### src/hw/rtl/bqe_pkg.sv
// Shared types and constants of the billboard quad expander.
package bqe_pkg;

   localparam int CoordWidth  = 32;
   localparam int TexWidth    = 16;
   localparam int SlotWidth   = 10;
   localparam int VFillWidth  = 10;
   localparam int IFillWidth  = 12;

   localparam logic [VFillWidth-1:0] QUAD_VERTS   = VFillWidth'(4);
   localparam logic [IFillWidth-1:0] QUAD_INDICES = IFillWidth'(6);

   // Corner codes, in the order the corners leave the block.
   localparam logic [1:0] CORNER_PLUS_PLUS   = 2'd0;
   localparam logic [1:0] CORNER_MINUS_PLUS  = 2'd1;
   localparam logic [1:0] CORNER_MINUS_MINUS = 2'd2;
   localparam logic [1:0] CORNER_PLUS_MINUS  = 2'd3;

   typedef struct packed {
      logic signed [CoordWidth-1:0] centre_x;
      logic signed [CoordWidth-1:0] centre_y;
      logic signed [CoordWidth-1:0] centre_z;
      logic signed [CoordWidth-1:0] side_x;
      logic signed [CoordWidth-1:0] side_y;
      logic signed [CoordWidth-1:0] side_z;
      logic signed [CoordWidth-1:0] rise_x;
      logic signed [CoordWidth-1:0] rise_y;
      logic signed [CoordWidth-1:0] rise_z;
      logic [31:0]                  rgba_word;
      logic [31:0]                  tex_s_pair;
      logic [31:0]                  tex_t_pair;
   } bqe_req_type;

   typedef struct packed {
      logic signed [CoordWidth-1:0] pos_x;
      logic signed [CoordWidth-1:0] pos_y;
      logic signed [CoordWidth-1:0] pos_z;
      logic signed [TexWidth-1:0]   tex_s;
      logic signed [TexWidth-1:0]   tex_t;
      logic [31:0]                  vertex_rgba;
      logic                         tri_valid;
      logic [SlotWidth-1:0]         tri_first;
      logic [SlotWidth-1:0]         tri_second;
      logic [SlotWidth-1:0]         tri_third;
      logic                         restarted;
      logic                         last_corner;
   } bqe_rsp_type;

   // Per-corner control handed from the sequencer to the corner builder.
   typedef struct packed {
      logic [1:0]            corner;
      logic [SlotWidth-1:0]  base;
      logic                  restart;
   } bqe_ctl_type;

endpackage

### src/hw/rtl/bqe_corner.sv
// Builds one corner vertex of a quad from the held sprite and the corner code.
module bqe_corner (
   input  bqe_pkg::bqe_req_type sprite,
   input  bqe_pkg::bqe_ctl_type ctl,
   output bqe_pkg::bqe_rsp_type corner_out
);
   import bqe_pkg::*;

   localparam int SumWidth = CoordWidth + 2;

   logic add_side;
   logic add_rise;

   function automatic logic [CoordWidth-1:0] corner_sum(
      input logic signed [CoordWidth-1:0] centre,
      input logic signed [CoordWidth-1:0] side,
      input logic signed [CoordWidth-1:0] rise,
      input logic                         plus_side,
      input logic                         plus_rise
   );
      logic signed [SumWidth-1:0] c_ext;
      logic signed [SumWidth-1:0] s_ext;
      logic signed [SumWidth-1:0] r_ext;
      logic signed [SumWidth-1:0] total;
      logic [CoordWidth-1:0]      result;
      c_ext = SumWidth'(centre);
      s_ext = plus_side ? SumWidth'(side) : -SumWidth'(side);
      r_ext = plus_rise ? SumWidth'(rise) : -SumWidth'(rise);
      total = c_ext + s_ext + r_ext;
      // The three top bits agree exactly when the sum fits in 32 bits.
      if (total[SumWidth-1:CoordWidth-1] == '0 || total[SumWidth-1:CoordWidth-1] == '1) begin
         result = total[CoordWidth-1:0];
      end else if (total[SumWidth-1]) begin
         result = {1'b1, {(CoordWidth-1){1'b0}}};
      end else begin
         result = {1'b0, {(CoordWidth-1){1'b1}}};
      end
      return result;
   endfunction

   always_comb begin
      add_side = (ctl.corner == CORNER_PLUS_PLUS) || (ctl.corner == CORNER_PLUS_MINUS);
      add_rise = (ctl.corner == CORNER_PLUS_PLUS) || (ctl.corner == CORNER_MINUS_PLUS);

      corner_out.pos_x = corner_sum(sprite.centre_x, sprite.side_x, sprite.rise_x,
                                    add_side, add_rise);
      corner_out.pos_y = corner_sum(sprite.centre_y, sprite.side_y, sprite.rise_y,
                                    add_side, add_rise);
      corner_out.pos_z = corner_sum(sprite.centre_z, sprite.side_z, sprite.rise_z,
                                    add_side, add_rise);

      corner_out.tex_s = add_side ? sprite.tex_s_pair[15:0] : sprite.tex_s_pair[31:16];
      corner_out.tex_t = add_rise ? sprite.tex_t_pair[15:0] : sprite.tex_t_pair[31:16];
      corner_out.vertex_rgba = sprite.rgba_word;

      corner_out.tri_valid   = 1'b0;
      corner_out.tri_first   = '0;
      corner_out.tri_second  = '0;
      corner_out.tri_third   = '0;
      corner_out.restarted   = 1'b0;
      corner_out.last_corner = 1'b0;

      case (ctl.corner)
         CORNER_PLUS_PLUS: begin
            corner_out.tri_valid  = 1'b1;
            corner_out.tri_first  = ctl.base;
            corner_out.tri_second = ctl.base + SlotWidth'(1);
            corner_out.tri_third  = ctl.base + SlotWidth'(3);
            corner_out.restarted  = ctl.restart;
         end
         CORNER_MINUS_PLUS: begin
            corner_out.tri_valid  = 1'b1;
            corner_out.tri_first  = ctl.base + SlotWidth'(3);
            corner_out.tri_second = ctl.base + SlotWidth'(1);
            corner_out.tri_third  = ctl.base + SlotWidth'(2);
         end
         CORNER_PLUS_MINUS: begin
            corner_out.last_corner = 1'b1;
         end
         default: begin
         end
      endcase
   end

endmodule

### src/hw/rtl/billboard_quad_expander_top.sv
// Billboard quad expander: one sprite beat in, four corner vertex beats out.
//
//   channel | ports                               | beat
//   --------+-------------------------------------+------------------------------
//   sprite  | req_valid, req_stall, req_payload   | one sprite (centre, axes, colour)
//   vertex  | rsp_valid, rsp_stall, rsp_payload   | one corner vertex with triangles
//
// A sprite is held in an input register and one corner per cycle, unless the vertex
// side stalls, is built from it into the output register. A sprite beat passes through
// the input register and then the output register before its first corner appears.
// The next sprite is taken in the cycle the fourth corner is loaded.
// A stall on the vertex side holds the output register and the corner counter.
// Reset clears the valid flags, the corner counter and both fill counts.
module billboard_quad_expander_top #(
   parameter int VERTEX_CAPACITY = 1024,
   parameter int INDEX_CAPACITY  = 4096
) (
   input  logic                 clock,
   input  logic                 reset,
   input  logic                 req_valid,
   output logic                 req_stall,
   input  bqe_pkg::bqe_req_type req_payload,
   output logic                 rsp_valid,
   input  logic                 rsp_stall,
   output bqe_pkg::bqe_rsp_type rsp_payload
);
   import bqe_pkg::*;

   localparam logic [VFillWidth:0] VCap = (VFillWidth+1)'(VERTEX_CAPACITY);
   localparam logic [IFillWidth:0] ICap = (IFillWidth+1)'(INDEX_CAPACITY);

   bqe_req_type           sprite_ff, sprite_in;
   logic                  sprite_valid_ff, sprite_valid_in;
   logic [1:0]            corner_ff, corner_in;
   logic [SlotWidth-1:0]  base_ff, base_in;
   logic                  restart_ff, restart_in;
   logic [VFillWidth-1:0] vertex_fill_ff, vertex_fill_in;
   logic [IFillWidth-1:0] index_fill_ff, index_fill_in;
   bqe_rsp_type           rsp_ff, rsp_in;
   logic                  rsp_valid_ff, rsp_valid_in;

   bqe_ctl_type           ctl;
   bqe_rsp_type           corner_beat;
   logic                  load_rsp;
   logic                  last_load;
   logic                  req_take;
   logic                  restart_now;
   logic [VFillWidth-1:0] vbase;
   logic [IFillWidth-1:0] ibase;

   bqe_corner u_corner (
      .sprite     (sprite_ff),
      .ctl        (ctl),
      .corner_out (corner_beat)
   );

   always_comb begin
      ctl.corner  = corner_ff;
      ctl.base    = base_ff;
      ctl.restart = restart_ff;

      load_rsp  = sprite_valid_ff && (!rsp_valid_ff || !rsp_stall);
      last_load = load_rsp && (corner_ff == CORNER_PLUS_MINUS);
      req_stall = sprite_valid_ff && !last_load;
      req_take  = req_valid && !req_stall;

      restart_now = ({1'b0, vertex_fill_ff} + {1'b0, QUAD_VERTS} >= VCap) ||
                    ({1'b0, index_fill_ff} + {1'b0, QUAD_INDICES} >= ICap);
      vbase = restart_now ? '0 : vertex_fill_ff;
      ibase = restart_now ? '0 : index_fill_ff;

      sprite_in       = req_take ? req_payload : sprite_ff;
      base_in         = req_take ? SlotWidth'(vbase) : base_ff;
      restart_in      = req_take ? restart_now : restart_ff;
      vertex_fill_in  = req_take ? vbase + QUAD_VERTS : vertex_fill_ff;
      index_fill_in   = req_take ? ibase + QUAD_INDICES : index_fill_ff;

      if (req_take) begin
         sprite_valid_in = 1'b1;
      end else if (last_load) begin
         sprite_valid_in = 1'b0;
      end else begin
         sprite_valid_in = sprite_valid_ff;
      end

      corner_in    = load_rsp ? corner_ff + 2'd1 : corner_ff;
      rsp_in       = load_rsp ? corner_beat : rsp_ff;
      rsp_valid_in = load_rsp ? 1'b1 : (rsp_stall ? rsp_valid_ff : 1'b0);
   end

   always_ff @(posedge clock) begin
      if (reset) begin
         sprite_valid_ff <= 1'b0;
         corner_ff       <= CORNER_PLUS_PLUS;
         vertex_fill_ff  <= '0;
         index_fill_ff   <= '0;
         rsp_valid_ff    <= 1'b0;
      end else begin
         sprite_valid_ff <= sprite_valid_in;
         corner_ff       <= corner_in;
         vertex_fill_ff  <= vertex_fill_in;
         index_fill_ff   <= index_fill_in;
         rsp_valid_ff    <= rsp_valid_in;
      end
   end

   always_ff @(posedge clock) begin
      sprite_ff  <= sprite_in;
      base_ff    <= base_in;
      restart_ff <= restart_in;
      rsp_ff     <= rsp_in;
   end

   assign rsp_valid   = rsp_valid_ff;
   assign rsp_payload = rsp_ff;

   // The corner counter only moves while a sprite is held.
   a_corner_idle: assert property (@(posedge clock) disable iff (reset)
      !sprite_valid_ff |-> corner_ff == CORNER_PLUS_PLUS)
      else $error("corner counter not at first corner with no sprite held");

   // Quads are placed on whole groups of four vertex slots.
   a_fill_aligned: assert property (@(posedge clock) disable iff (reset)
      vertex_fill_ff[1:0] == 2'b00)
      else $error("vertex fill not a multiple of four");

   // After placing a quad the fill counts stay below capacity.
   a_fill_bound: assert property (@(posedge clock) disable iff (reset)
      ({1'b0, vertex_fill_ff} < VCap) && ({1'b0, index_fill_ff} < ICap))
      else $error("fill count reached capacity");

   // A taken fourth corner is never followed at once by another fourth corner.
   a_last_spacing: assert property (@(posedge clock) disable iff (reset)
      rsp_valid && !rsp_stall && rsp_payload.last_corner
      |=> !(rsp_valid && rsp_payload.last_corner))
      else $error("two fourth corners in consecutive cycles");

   // A restart flag only rides on a beat that also carries the first triangle.
   a_restart_first: assert property (@(posedge clock) disable iff (reset)
      rsp_valid && rsp_payload.restarted
      |-> rsp_payload.tri_valid && rsp_payload.tri_first == '0)
      else $error("restart flagged away from a first corner at slot zero");

endmodule

### config.mk
export PLATFORM = sky130hd
export DESIGN_NAME = billboard_quad_expander_top
export DESIGN_NICKNAME = d
export VERILOG_FILES = /design/src/hw/rtl/bqe_pkg.sv /design/src/hw/rtl/bqe_corner.sv /design/src/hw/rtl/billboard_quad_expander_top.sv
export SDC_FILE = /design/constraint.sdc
export NUM_CORES = 1
export LEC_CHECK = 0
export ABC_AREA = 0
export BUFFER_PORTS_ARGS = -buffer_cell sky130_fd_sc_hd__buf_2
export CORE_MARGIN = 1
export CORE_UTILIZATION = 44
export CTS_CLUSTER_DIAMETER = 100
export DETAILED_ROUTE_END_ITERATION = 12
export PLACE_DENSITY = 0.68
export SLEW_MARGIN = 20
export SYNTH_ARGS = -nofsm -noshare
export SYNTH_HDL_FRONTEND = slang
export SYNTH_HIERARCHICAL = 1
export SYNTH_SLANG_ARGS = --single-unit
### constraint.sdc
create_clock -name clock -period 13.1 [get_ports clock]
set_clock_uncertainty 0.05 [all_clocks]
set_input_delay 1.31 -clock clock [delete_from_list [all_inputs] [get_ports clock]]
set_output_delay 1.31 -clock clock [all_outputs]
set_load 0.02 [all_outputs]
Yosys cells after proc, flatten, opt, wreduce, memory -nomap -nowiden
Cells that the tools add are included.
Cells by class
  add/sub/neg operators: 20
  order comparisons: 2
  equality and inequality tests: 6
  mux-type cells: 22
  reduce and logical (&&, ||, !) cells: 20
Operators by type and width (number)
  2-to-1 mux 34 bit: 6
  negator 32 -> 34 bit: 6
  2-to-1 mux 32 bit: 6
  adder 32 x 34 -> 34 bit: 3
  adder 34 bit: 3
  case mux 31 bit (2 select lines): 1
  2-to-1 mux 16 bit: 2
  adder 10 x 2 -> 10 bit (second input constant): 2
  adder 12 x 3 -> 13 bit (second input constant): 1
  greater-or-equal comparator 13 bit (second input constant): 1
  adder 12 x 3 -> 12 bit (second input constant): 1
  2-to-1 mux 12 bit: 1
  adder 10 x 3 -> 11 bit (second input constant): 1
  greater-or-equal comparator 11 bit (second input constant): 1
  adder 10 x 1 -> 10 bit (second input constant): 1
  adder 10 x 3 -> 10 bit (second input constant): 1
  2-to-1 mux 10 bit: 1
  equality test 3 bit (second input constant): 3
  logical NOT 3 bit: 3
  logical OR 1 bit: 7
  2-to-1 mux 1 bit: 5
  logical AND 1 bit: 4
  logical NOT 1 bit: 4
  adder 2 x 1 -> 2 bit (second input constant): 1
  5 further kinds: 5
Storage, ports and cells
  bits in registers: 614
  input port bits: 388
  output and inout port bits: 195

Logic depth before layout (Yosys ltp)
Gate-level depths: netlist (run 1).
  word-level depth: 9
  mapped depth: 24
  mapped depth without buffers: 23

Cells and area by module
Netlist (run 1), hierarchy kept.
Modules (own cells, without submodules)
  billboard_quad_expander_top: instances 1, cells each 751, area an instance 18934.4 µm², sequential area each 18157.4 µm²
  bqe_corner: instances 1, cells each 2029, area an instance 14004.7 µm², sequential area each 0.0 µm²

Worst setup path before layout (run 1)
No wires, ideal clock.
  path type: in2reg
  start point: in rsp_stall
  end point: reg vertex_fill_ff[7]
  library setup time: 128 ps
  data arrival time: 13987 ps
  setup slack: -1064 ps
  stages on the path: 7
  path buffers: 1
  cells stage by stage: nand2_1 > a31oi_1 > inv_1 > clkbuf_1 > o21ai_0 > a22oi_1 > nor2_1
Between the ends
  word-level cells in the longest chain between the ends: 8
Ends and longest elaborated chain
  start: declaration: RTL line billboard_quad_expander_top.sv:24  | input logic rsp_stall,
  logical NOT 1 bit: RTL line billboard_quad_expander_top.sv:62  | load_rsp = sprite_valid_ff && (!rsp_valid_ff || !rsp_stall);
  logical OR 1 bit: RTL line billboard_quad_expander_top.sv:62
  logical AND 1 bit: RTL line billboard_quad_expander_top.sv:62
  logical AND 1 bit: RTL line billboard_quad_expander_top.sv:63  | last_load = load_rsp && (corner_ff == CORNER_PLUS_MINUS);
  logical NOT 1 bit: RTL line billboard_quad_expander_top.sv:64  | req_stall = sprite_valid_ff && !last_load;
  logical AND 1 bit: RTL line billboard_quad_expander_top.sv:64
  logical NOT 1 bit: RTL line billboard_quad_expander_top.sv:65  | req_take = req_valid && !req_stall;
  logical AND 1 bit: RTL line billboard_quad_expander_top.sv:65
  net req_take: RTL line billboard_quad_expander_top.sv:46  | logic req_take;
  end signal: assignment: RTL line billboard_quad_expander_top.sv:101  | vertex_fill_ff <= vertex_fill_in;
  end: declaration: RTL line billboard_quad_expander_top.sv:37  | logic [VFillWidth-1:0] vertex_fill_ff, vertex_fill_in;
The timed path passes the listed nets, and every way through them passes these cells.
A chain may end at the register's enable or synchronous reset.

==> results of run 1 <==
cell type report:
| type | count | area share |
|---|---|---|
| Sequential cell | 613 | 0.465 |
| Multi-Input combinational cell | 1715 | 0.332 |
| Timing Repair Buffer | 599 | 0.0782 |
| Clock buffer | 81 | 0.0459 |
| Inverter | 344 | 0.0335 |
| Tap cell | 959 | 0.0307 |
| Clock inverter | 44 | 0.0130 |
| Antenna cell | 19 | 0.00122 |
registers in the layout, indices dropped and copies added (netlist names):
| register | cells |
|---|---|
| base_ff | 10 |
| corner_ff | 2 |
| index_fill_ff | 11 |
| restart_ff | 1 |
| rsp_payload | 193 |
| rsp_valid | 1 |
| sprite_ff | 384 |
| sprite_valid_ff | 1 |
| vertex_fill_ff | 10 |
cells by family after synthesis:
family                   share of synthesized area
XOR/XNOR                                    0.0749
AND/OR/NAND/NOR                             0.0894
multiplexers                               0.00790
adder cells (fa/ha/maj)                      0.105
flip-flops                                   0.551
buffers and inverters                       0.0557
AO/OA/AOI/OAI                                0.116
cells in the mapped netlist (all sizes together) (20+ instances only):
| library cell | instances |
|---|---|
| edfxtp | 588 |
| inv | 344 |
| nand2 | 198 |
| xor2 | 195 |
| o21ai | 186 |
| a21oi | 123 |
| ha | 112 |
| nor2 | 112 |
| fa | 102 |
| xnor2 | 86 |
| a21o | 74 |
| clkbuf | 61 |
| o31ai | 61 |
| buf | 47 |
| nand3 | 43 |
| or3 | 41 |
| nor3 | 35 |
| a31oi | 28 |
| or4 | 27 |
| and2 | 26 |
| dfxtp | 25 |
| nand2b | 24 |
| a211oi | 21 |
| o41ai | 20 |
worst register-to-register path, delay by kind of cell (launching register included):
family,cells,cell delay [ns]
flops,1,0.43
fa+ha+maj,2,0.85
compound gates,8,1.74
buf+inv,2,0.29
xor+xnor,1,0.18
simple gates,9,2.95
metal layers:
metal	up-vias	routed length (µm)
met5	-	32
met4	4	2900
met3	157	5190
met2	749	41300
met1	11000	35500
li1	11000	-
cells in the final DEF, fill, tap and decap left out, drive strengths merged, types with 6 or more instances in the layout:
master | netlist | final
a211oi | 21 | 21
a21o | 74 | 74
a21oi | 123 | 123
a31oi | 28 | 28
and2 | 26 | 26
and3 | 11 | 11
buf | 47 | 599
bufinv | 0 | 8
clkbuf | 61 | 81
clkinv | 0 | 25
dfxtp | 25 | 25
diode | 0 | 19
edfxtp | 588 | 588
fa | 102 | 102
ha | 112 | 112
inv | 344 | 350
mux2 | 16 | 16
mux2i | 8 | 8
nand2 | 198 | 198
nand2b | 24 | 24
nand3 | 43 | 43
nand3b | 6 | 6
nand4 | 16 | 16
nor2 | 112 | 112
nor2b | 14 | 14
nor3 | 35 | 35
nor4 | 14 | 14
o211ai | 8 | 8
o21a | 18 | 18
o21ai | 186 | 186
o21bai | 14 | 14
o22ai | 6 | 6
o31ai | 61 | 61
o41ai | 20 | 20
or2 | 9 | 9
or3 | 41 | 41
or4 | 27 | 27
xnor2 | 86 | 86
xor2 | 195 | 195
worst paths after layout:
kind | end | depth (start not counted)
hold reg to reg | rsp_payload[55]$_DFFE_PP_ | 0
setup / recovery | rsp_payload[100]$_DFFE_PP_ | 22
setup reg to reg | rsp_payload[100]$_DFFE_PP_ | 22
hold / removal | rsp_payload[55]$_DFFE_PP_ | 0
where the power goes:
part | switching [mW] | internal (mW) | total, mW
clock | 0.815 | 1.15 | 1.97
combinational | 2.21 | 1.39 | 3.60
sequential | 0.155 | 2.66 | 2.81
stage by stage:
step	area, µm²	utilization
after floorplan	32900	-
after global placement	36700	0.500
after detailed placement	36700	0.500
after CTS	39000	0.531
after global routing	39000	0.532
final	39000	0.532
==> impl_metrics.toml, run 1 <==
[run_status]
run_status = "finished, final reports clean"

[sta]
shortest_period_the_worst_path_allows_ns = 6.76
achievable-frequency_mhz = 148
relSlewSlack = 0.306
holdWs_ns = 0.369
slew_viol_final = 0
setup_viol_count_final = 0
timing.final.crit_share = 0.516
fin_tns_setup_ns = 0
rsz0062_at_grt = "false"
tightestPinTransition_ns = 1.03
worst_slack_setup_final_ns = 6.34
report.final.hold_viol_count = 0

[worst_setup_path]
worstPathRequired_ns = 13.40
crit_chain = "or4_4 -> or3_1 -> or3_1 -> or2_2 -> nor2_1 -> nand2_1 -> nor4_1 -> a21oi_1 -> xnor2_1 -> fa_1 -> inv_1 -> ha_1 -> a21o_1 -> a21oi_1 -> and3_1 -> o21ai_0 -> a21o_1 -> nor2_1 -> a211oi_1 -> o41a_1 -> buf_4 -> a31o_2"
worstReg2RegStart = "sprite_ff[99]$_DFFE_PP_"
cp_num_buf_inv = 2
max_stage_delay_ns = 0.77
critPathLaunchType = "flip-flop"
r2r_setup_slack_ns = 6.34
timing_worst_setup_path_type = "reg -> reg"
cp_slowest_cell = "nor4_1"
crit_fanout = 31
critPathTopFamily = "simple AND/OR/NAND/NOR gates"
critPathCaptureType = "flip-flop"
crit_path_start = "sprite_ff[99]$_DFFE_PP_"
timing.critical_path.arrival_ns = 7.06

[detailed_routing]
dr.pass1.iters = 5
route.vias.total = 22900
totalWireLength_um = 85000
first_iter_violations = 1458
drc = 0
final_antenna_net_count = 0
drt-vias-per-instance = 5.23
wl_per_cell_um = 19.4

[clock_network]
max-clock-path-buffers = 3
post_cts_buffers = 0
post_cts_hold_buffer_count = 0
clockRootBuffer = "clkbuf_16"
clock_sink_count = 613
worstSkewPairLatency_ns = 0.62
postCtsResizedCells = 0
cts_tree = "built"
cts-buffers-inserted = 69
htree_levels = 3
worst_path_clk_slew_ns = 0.06

[floorplan]
start_util = 0.448
ios = 583
placement_rows = 99
floorplan.die_area_um2 = 76000
width_of_the_chip_um = 276
floorplan.die.height_um = 276
placeableCoreArea_um2 = 73500

[yosys]
netlist-cell-type-count = 77
postSynthNetCount = 3382
synth_ff_type = "edfxtp_1"
synth.ff_latch_count = 613
synth_cells = 2780
ys_async_sr_fraction = 0
synth_edf_count = 588
netlist_top_cells_area = "edfxtp_1 (54%), fa_1 (6.2%), xor2_1 (5.2%), ha_1 (4.3%), inv_1 (3.9%)"
count_of_synthesis_stage_warnings_from_yosys = 6
seq_area_frac_synth = 0.551
synth_area_per_cell_um2 = 11.8
yosysTopAreaCell = "edfxtp_1"
netlist_area_um2 = 32900
yosysTopAreaCellShare = 0.536

[layout]
nets = 3944
area_growth_syn_to_layout_pct = 18.5
layout-drive-gt1-share = 0.223
multi_input_comb_area_um2 = 13000
layout.area.seq_um2 = 18200
nFillCells = 6330
stdcell_count = 4374

[power]
vdd_ir_drop_max_uv = 152
total_power_mw = 8.38
power_density_nw_per_um2 = 215
p_leak_nw = 15.9

[run]
maxCapViolCount = 0

[place]
buffer_ports.inserted = 582
dp.cells = 4230
dpl_worst_slack_ns = 6.37
post-dp-hpwl_um = 64000
gp_congestion = 0.894

[global_routing]
grt_pass1_wl_um = 126000
pin_count_of_the_biggest_net_entering_global_routing = 178
top_usage_layer = "met2"
antenna_found_initial = 25
globalRouteMet1Util = 0.283
first_global_vias = 22100
grt_use_met3 = 0.0403
global_route.overflow_total = 0
gr-usage-met2 = 0.354
grt.total_usage = 0.218

[min_path]
holdCritStartpoint = "sprite_ff[86]$_DFFE_PP_"
timing.hold.worst.class = "reg -> reg"
(Power assumes the default switching activity.)
==> run 2: changes to the inputs <==
==> constraint.sdc (replaced) <==
create_clock -name clock -period 5.8 [get_ports clock]
set_clock_uncertainty 0.05 [all_clocks]
set_input_delay 0.58 -clock clock [delete_from_list [all_inputs] [get_ports clock]]
set_output_delay 0.58 -clock clock [all_outputs]
set_load 0.02 [all_outputs]
==> impl_metrics.toml, run 2 (synthesis results as in run 1) <==
[place]
dpl_worst_slack_ns = -0.304
post-dp-hpwl_um = 66100
buffer_ports.inserted = 582
gp_congestion = 0.897

[clock_network]
htree_levels = 3
clockRootBuffer = "clkbuf_16"
cts-buffers-inserted = 69
cts_tree = "built"
worstSkewPairLatency_ns = 0.61
worst_path_clk_slew_ns = 0.06
max-clock-path-buffers = 3
clock_sink_count = 613

[detailed_routing]
route.vias.total = 23900
totalWireLength_um = 89800
final_antenna_net_count = 0
dr.pass1.iters = 7
first_iter_violations = 1572
wl_per_cell_um = 19.7
drc = 0
drt-vias-per-instance = 5.25

[global_routing]
grt_pass1_wl_um = 129000
antenna_found_initial = 30
pin_count_of_the_biggest_net_entering_global_routing = 163
first_global_vias = 22800
global_route.overflow_total = 0
grt.total_usage = 0.223

[worst_setup_path]
critPathTopFamily = "simple AND/OR/NAND/NOR gates"
worstPathRequired_ns = 6.10
crit_chain = "or4_4 -> or3_4 -> or3_4 -> or2_4 -> or3_4 -> o31ai_4 -> xor2_1 -> fa_1 -> inv_2 -> ha_4 -> a21oi_4 -> nor2_4 -> o2111ai_2 -> and3_4 -> a211oi_4 -> a311oi_2 -> o21a_1 -> nor2_2 -> o41a_1 -> buf_6 -> buf_6 -> buf_16 -> a21o_1"
timing.critical_path.arrival_ns = 6.38
worstReg2RegStart = "sprite_ff[99]$_DFFE_PP_"
timing_worst_setup_path_type = "reg -> reg"
cp_slowest_cell = "fa_1"
path_common_cell = "or3_4"
r2r_setup_slack_ns = -0.28
critPathCaptureType = "flip-flop"
timing.rr.end = "rsp_payload[113]$_DFFE_PP_"
rr_worst_depth = 23
cp_num_buf_inv = 4
max_stage_delay_ns = 0.56
critPathLaunchType = "flip-flop"
crit_fanout = 5

[min_path]
holdCritStartpoint = "req_payload[42]"
hold_path_end = "sprite_ff[42]$_DFFE_PP_"
timing.hold.worst.class = "in -> reg"
hold-path-cell-count = 1

[floorplan]
floorplan.die_area_um2 = 76000
placement_rows = 99
ios = 583
placeableCoreArea_um2 = 73500
floorplan.die.height_um = 276
width_of_the_chip_um = 276
start_util = 0.448

[layout]
multi_input_comb_area_um2 = 13800
layout.area.seq_um2 = 18200
layout_commonest_cell = "edfxtp_1"
nets = 4129
nFillCells = 6124
largest-register = "sprite_ff"
layout-drive-gt1-share = 0.298
area_growth_syn_to_layout_pct = 25.9
flip_flop_count_of_the_largest_register_all_copies_and_words_added = 384
final_cell_mix = "edfxtp_1 (588), buf_2 (582), inv_1 (334)"

[sta]
relSlewSlack = 0.351
worst_slack_setup_final_ns = -0.280
achievable-frequency_mhz = 164
rsz0062_at_grt = "true"
shortest_period_the_worst_path_allows_ns = 6.08
holdWs_ns = 0.0866
timing.final.crit_share = 1.05
tightestPinTransition_ns = 0.974
report.final.hold_viol_count = 0
setup_viol_count_final = 45
slew_viol_final = 0

[run_status]
violations_in_the_final_reports = "negative setup slack"
run_status = "complete, but fails checks"

[power]
power_density_nw_per_um2 = 527
p_leak_nw = 17.0
vdd_ir_drop_max_uv = 383

[run]
maxCapViolCount = 0
-- run 2: cell types whose count changed in the layout (fill, tap and decap cells not counted), moves of 8 or more --
cell     delta
a21oi_1    -17
a21oi_2    +14
buf_12     +12
buf_4     +147
buf_6      +18
ha_1        -9
ha_4        +9
nor2_1      -8
o21ai_0    -36
o21ai_2    +28
o31ai_1    -10
-- run 2: stage by stage --
stage | cells | total power [mW] | utilization | TNS, ns | cell area (µm²)
after floorplan | 2780 | 12.4 | - | 0 | 32900
after global placement | 4368 | 15.4 | 0.516 | -4.69 | 37900
after detailed placement | 4368 | 15.5 | 0.516 | -9.43 | 37900
after CTS | 4516 | 20.5 | 0.552 | -2.58 | 40500
after global routing | 4553 | 23.2 | 0.564 | -17.84 | 41500
final | 4556 | 21.9 | 0.564 | -6.85 | 41500
-- run 2: what timing repair did --
item                                    in CTS  in global routing
gates resized for setup                     50                178
endpoints found under the hold margin        0                  0
buffers inserted                            19                 20
endpoints found under the setup margin      62                 93
cloned                                       4                  6
hold buffers                                 0                  0
pin swaps                                   29                 67
-- run 2: layout make-up --
class	instances	share of cell area
Antenna cell	16	0.000966
Clock buffer	83	0.0434
Clock inverter	42	0.00996
Inverter	344	0.0315
Multi-Input combinational cell	1715	0.332
Sequential cell	613	0.438
Tap cell	959	0.0289
Timing Repair Buffer	784	0.115
-- run 2: routing by layer --
layer | up-vias | global-route usage | share of wire
li1 | 11400 | - | -
met1 | 11600 | 0.301 | 0.42
met2 | 818 | 0.368 | 0.49
met3 | 172 | 0.0302 | 0.056
met4 | 0 | 0.0811 | 0.033
met5 | - | 0 | 0
-- run 2: power by group --
group / internal, mW / switching [mW]
clock network: 2.47 / 1.84
registers: 5.99 / 0.305
logic: 5.05 / 6.20
total: 13.5 / 8.34
-- run 2: how the worst max path moves through the flow --
stage / slack (ns) / from / depth (start not counted) / end
4_1_cts: -0.12 / sprite_ff[98]$_DFFE_PP_ / 27 / rsp_payload[107]$_DFFE_PP_
3_5_place_dp: -0.30 / sprite_ff[101]$_DFFE_PP_ / 25 / rsp_payload[100]$_DFFE_PP_
3_3_place_gp: -0.21 / sprite_ff[101]$_DFFE_PP_ / 24 / rsp_payload[100]$_DFFE_PP_
2_1_floorplan: 0.01 / sprite_ff[99]$_DFFE_PP_ / 20 / rsp_payload[103]$_DFFE_PP_
5_1_grt: -0.44 / sprite_ff[99]$_DFFE_PP_ / 23 / rsp_payload[114]$_DFFE_PP_
6_report: -0.28 / sprite_ff[99]$_DFFE_PP_ / 23 / rsp_payload[113]$_DFFE_PP_
==> run 3: changes to the inputs <==
--- a/config.mk
+++ b/config.mk
@@ -11,9 +11,9 @@
 export CORE_UTILIZATION = 44
 export CTS_CLUSTER_DIAMETER = 100
 export DETAILED_ROUTE_END_ITERATION = 12
+export MAX_ROUTING_LAYER = met4
 export PLACE_DENSITY = 0.68
 export SLEW_MARGIN = 20
 export SYNTH_ARGS = -nofsm -noshare
 export SYNTH_HDL_FRONTEND = slang
-export SYNTH_HIERARCHICAL = 1
 export SYNTH_SLANG_ARGS = --single-unit
==> impl_metrics.toml, run 3 <==
[run_status]
run_status = "finished, final reports clean"

[power]
power_density_nw_per_um2 = 511
proportion_of_total_power_due_to_net_switching = 0.382
p_seq_frac = 0.299
p_leak_nw = 17.1
vdd_ir_drop_max_uv = 381
p_clk_frac = 0.214
power_switching_mw = 8.02
p_int_mw = 12.9
combinationalPowerShare = 0.487
total_power_mw = 21.0

[sta]
tightestPinTransition_ns = 0.892
report.final.hold_viol_count = 0
shortest_period_the_worst_path_allows_ns = 5.75
slew_viol_final = 0
holdWs_ns = 0.0677
worst_slack_setup_final_ns = 0.0462
relSlewSlack = 0.405
achievable-frequency_mhz = 174
rsz0062_at_grt = "true"
setup_viol_count_final = 0
timing.final.crit_share = 0.992
fin_tns_setup_ns = 0

[detailed_routing]
first_iter_violations = 1887
totalWireLength_um = 91400
final_antenna_net_count = 0
drc = 0
dr.pass1.iters = 5
route.vias.total = 24200
drt-vias-per-instance = 5.30
wl_per_cell_um = 20.1

[place]
gp_congestion = 0.959
post-dp-hpwl_um = 69900
placedInstanceArea_um2 = 38000
dpl_worst_slack_ns = -0.114
dp.cells = 4376
buffer_ports.inserted = 582

[layout]
flip_flop_count_of_the_largest_register_all_copies_and_words_added = 384
final_cell_mix = "edfxtp_1 (588), buf_2 (582), inv_1 (346)"
area_growth_syn_to_layout_pct = 23.8
layout_commonest_cell = "edfxtp_1"
final_area_um2 = 41100
final_core_util = 0.551
nets = 4094
largest-register = "sprite_ff"
stdcell_count = 4556
layout-drive-gt1-share = 0.269

[worst_setup_path]
critPathCapture = "rsp_payload[119]$_DFFE_PP_"
worstPathRequired_ns = 6.10
critPathLaunchType = "flip-flop"
crit_path_start = "sprite_ff[105]$_DFFE_PP_"
timing.rr.end = "rsp_payload[119]$_DFFE_PP_"
rr_worst_depth = 19
timing_worst_setup_path_type = "reg -> reg"
timing.critical_path.arrival_ns = 6.06
crit_fanout = 8
worstReg2RegStart = "sprite_ff[105]$_DFFE_PP_"
r2r_setup_slack_ns = 0.05
critPathCaptureType = "flip-flop"

[yosys]
yosysTopAreaCell = "edfxtp_1"
synth_edf_count = 588
netlist_area_um2 = 33200
synth_cells = 2800
count_of_synthesis_stage_warnings_from_yosys = 0
netlist_top_cells_area = "edfxtp_1 (53%), fa_1 (6.2%), xor2_1 (4.4%), ha_1 (4.2%), inv_1 (4.0%)"
synth_area_per_cell_um2 = 11.8
postSynthNetCount = 3401
netlist_top_cells_count = "edfxtp_1 (588), inv_1 (350), nand2_1 (210)"
yosysTopAreaCellShare = 0.532
netlist-cell-type-count = 82
ys_async_sr_fraction = 0
seq_area_frac_synth = 0.547
synth.ff_latch_count = 613
synth_ff_type = "edfxtp_1"
synth.most_common_cell = "edfxtp_1"

[run]
maxCapViolCount = 0

[floorplan]
floorplan.die_area_um2 = 76500
width_of_the_chip_um = 277
floorplan.die.height_um = 277
ios = 583
placement_rows = 100
placeableCoreArea_um2 = 74600
start_util = 0.445

[global_routing]
pin_count_of_the_biggest_net_entering_global_routing = 123
first_global_vias = 23500
grt_pass1_wl_um = 136000
grt.total_usage = 0.241
antenna_found_initial = 41
global_route.overflow_total = 0

[clock_network]
worst_path_clk_slew_ns = 0.06
htree_levels = 3
cts-buffers-inserted = 70
worstSkewPairLatency_ns = 0.63
max-clock-path-buffers = 3
clockRootBuffer = "clkbuf_16"
clock_sink_count = 613
cts_tree = "built"

[min_path]
timing.hold.worst.class = "in -> reg"
## run 3: changes by cell type in the layout (fill, tap and decap cells not counted), moves of 18 or more
cell and delta:
buf_4 -54, diode_2 +21, a21o_1 +26, xor2_1 -28, o21ai_0 -29, o21ai_2 -21
a21oi_1 +40, xnor2_1 +21, nand3_1 -18
## run 3: logic make-up after synthesis
kind of cell             count (synthesis)  synth area share
AND/OR/NAND/NOR                        608            0.0926
adder cells (fa/ha/maj)                213             0.103
buffers and inverters                  439            0.0513
XOR/XNOR                               268            0.0710
multiplexers                            26           0.00849
AO/OA/AOI/OAI                          633             0.126
flip-flops                             613             0.547
## run 3: how the worst min path moves through the flow
stage | startpoint | slack (ns) | end | cells past startpoint
2_1_floorplan | sprite_ff[64]$_DFFE_PP_ | 0.35 | rsp_payload[33]$_DFFE_PP_ | 0
3_3_place_gp | sprite_ff[95]$_DFFE_PP_ | 0.35 | rsp_payload[64]$_DFFE_PP_ | 0
3_5_place_dp | sprite_ff[81]$_DFFE_PP_ | 0.35 | rsp_payload[50]$_DFFE_PP_ | 0
4_1_cts | req_payload[13] | 0.03 | sprite_ff[13]$_DFFE_PP_ | 1
5_1_grt | req_payload[11] | 0.04 | sprite_ff[11]$_DFFE_PP_ | 1
6_report | req_payload[11] | 0.07 | sprite_ff[11]$_DFFE_PP_ | 1
## run 3: metal layers
metal,GRT usage,part of all wire
met5,-,0
met1,0.304,0.41
met4,0.0600,0.024
met3,0.0579,0.087
met2,0.389,0.48
## run 3: power by group through the flow
stage | sequential [mW] | combinational, mW | clock (mW)
finish | 6.26 | 10.2 | 4.50
global route | 6.31 | 11.2 | 4.75
CTS | 6.26 | 9.72 | 4.60
detailed placement | 6.35 | 9.61 | 0
global placement | 6.34 | 9.52 | 0
floorplan | 6.82 | 6.29 | 0
## run 3: area by class of cell
class / instances / area (µm²)
repair buffers: 710 / 4110
flip-flops and latches: 613 / 18200
inverters: 350 / 1320
clock buffers: 81 / 1800
diodes: 37 / 92.6
fillers: 6361 / 33500
well taps: 969 / 1210
multi-input cells: 1748 / 13800
clock inverters: 48 / 586
## run 3: worst max-delay path, stage by stage (launching register included)
cell       delay [ns]
edfxtp_1         0.38
or4_4            0.55
or4_4            0.43
or4_4            0.43
or2_4            0.27
nand2b_4         0.17
o31ai_4          0.19
xor2_1           0.11
fa_1             0.51
inv_1            0.06
ha_4             0.27
nand2_1          0.06
or3_4            0.38
or3_1            0.31
o211ai_1         0.25
a311oi_2         0.14
xor2_1           0.29
o21a_2           0.34
clkbuf_16        0.21
o21ai_1          0.07
## run 3: what timing repair did
action,in CTS,in global routing
setup buffers,1,10
hold buffers,0,0
gates cloned,0,3
gates resized for setup,8,86
pin swaps,3,27
setup endpoints to repair,35,93
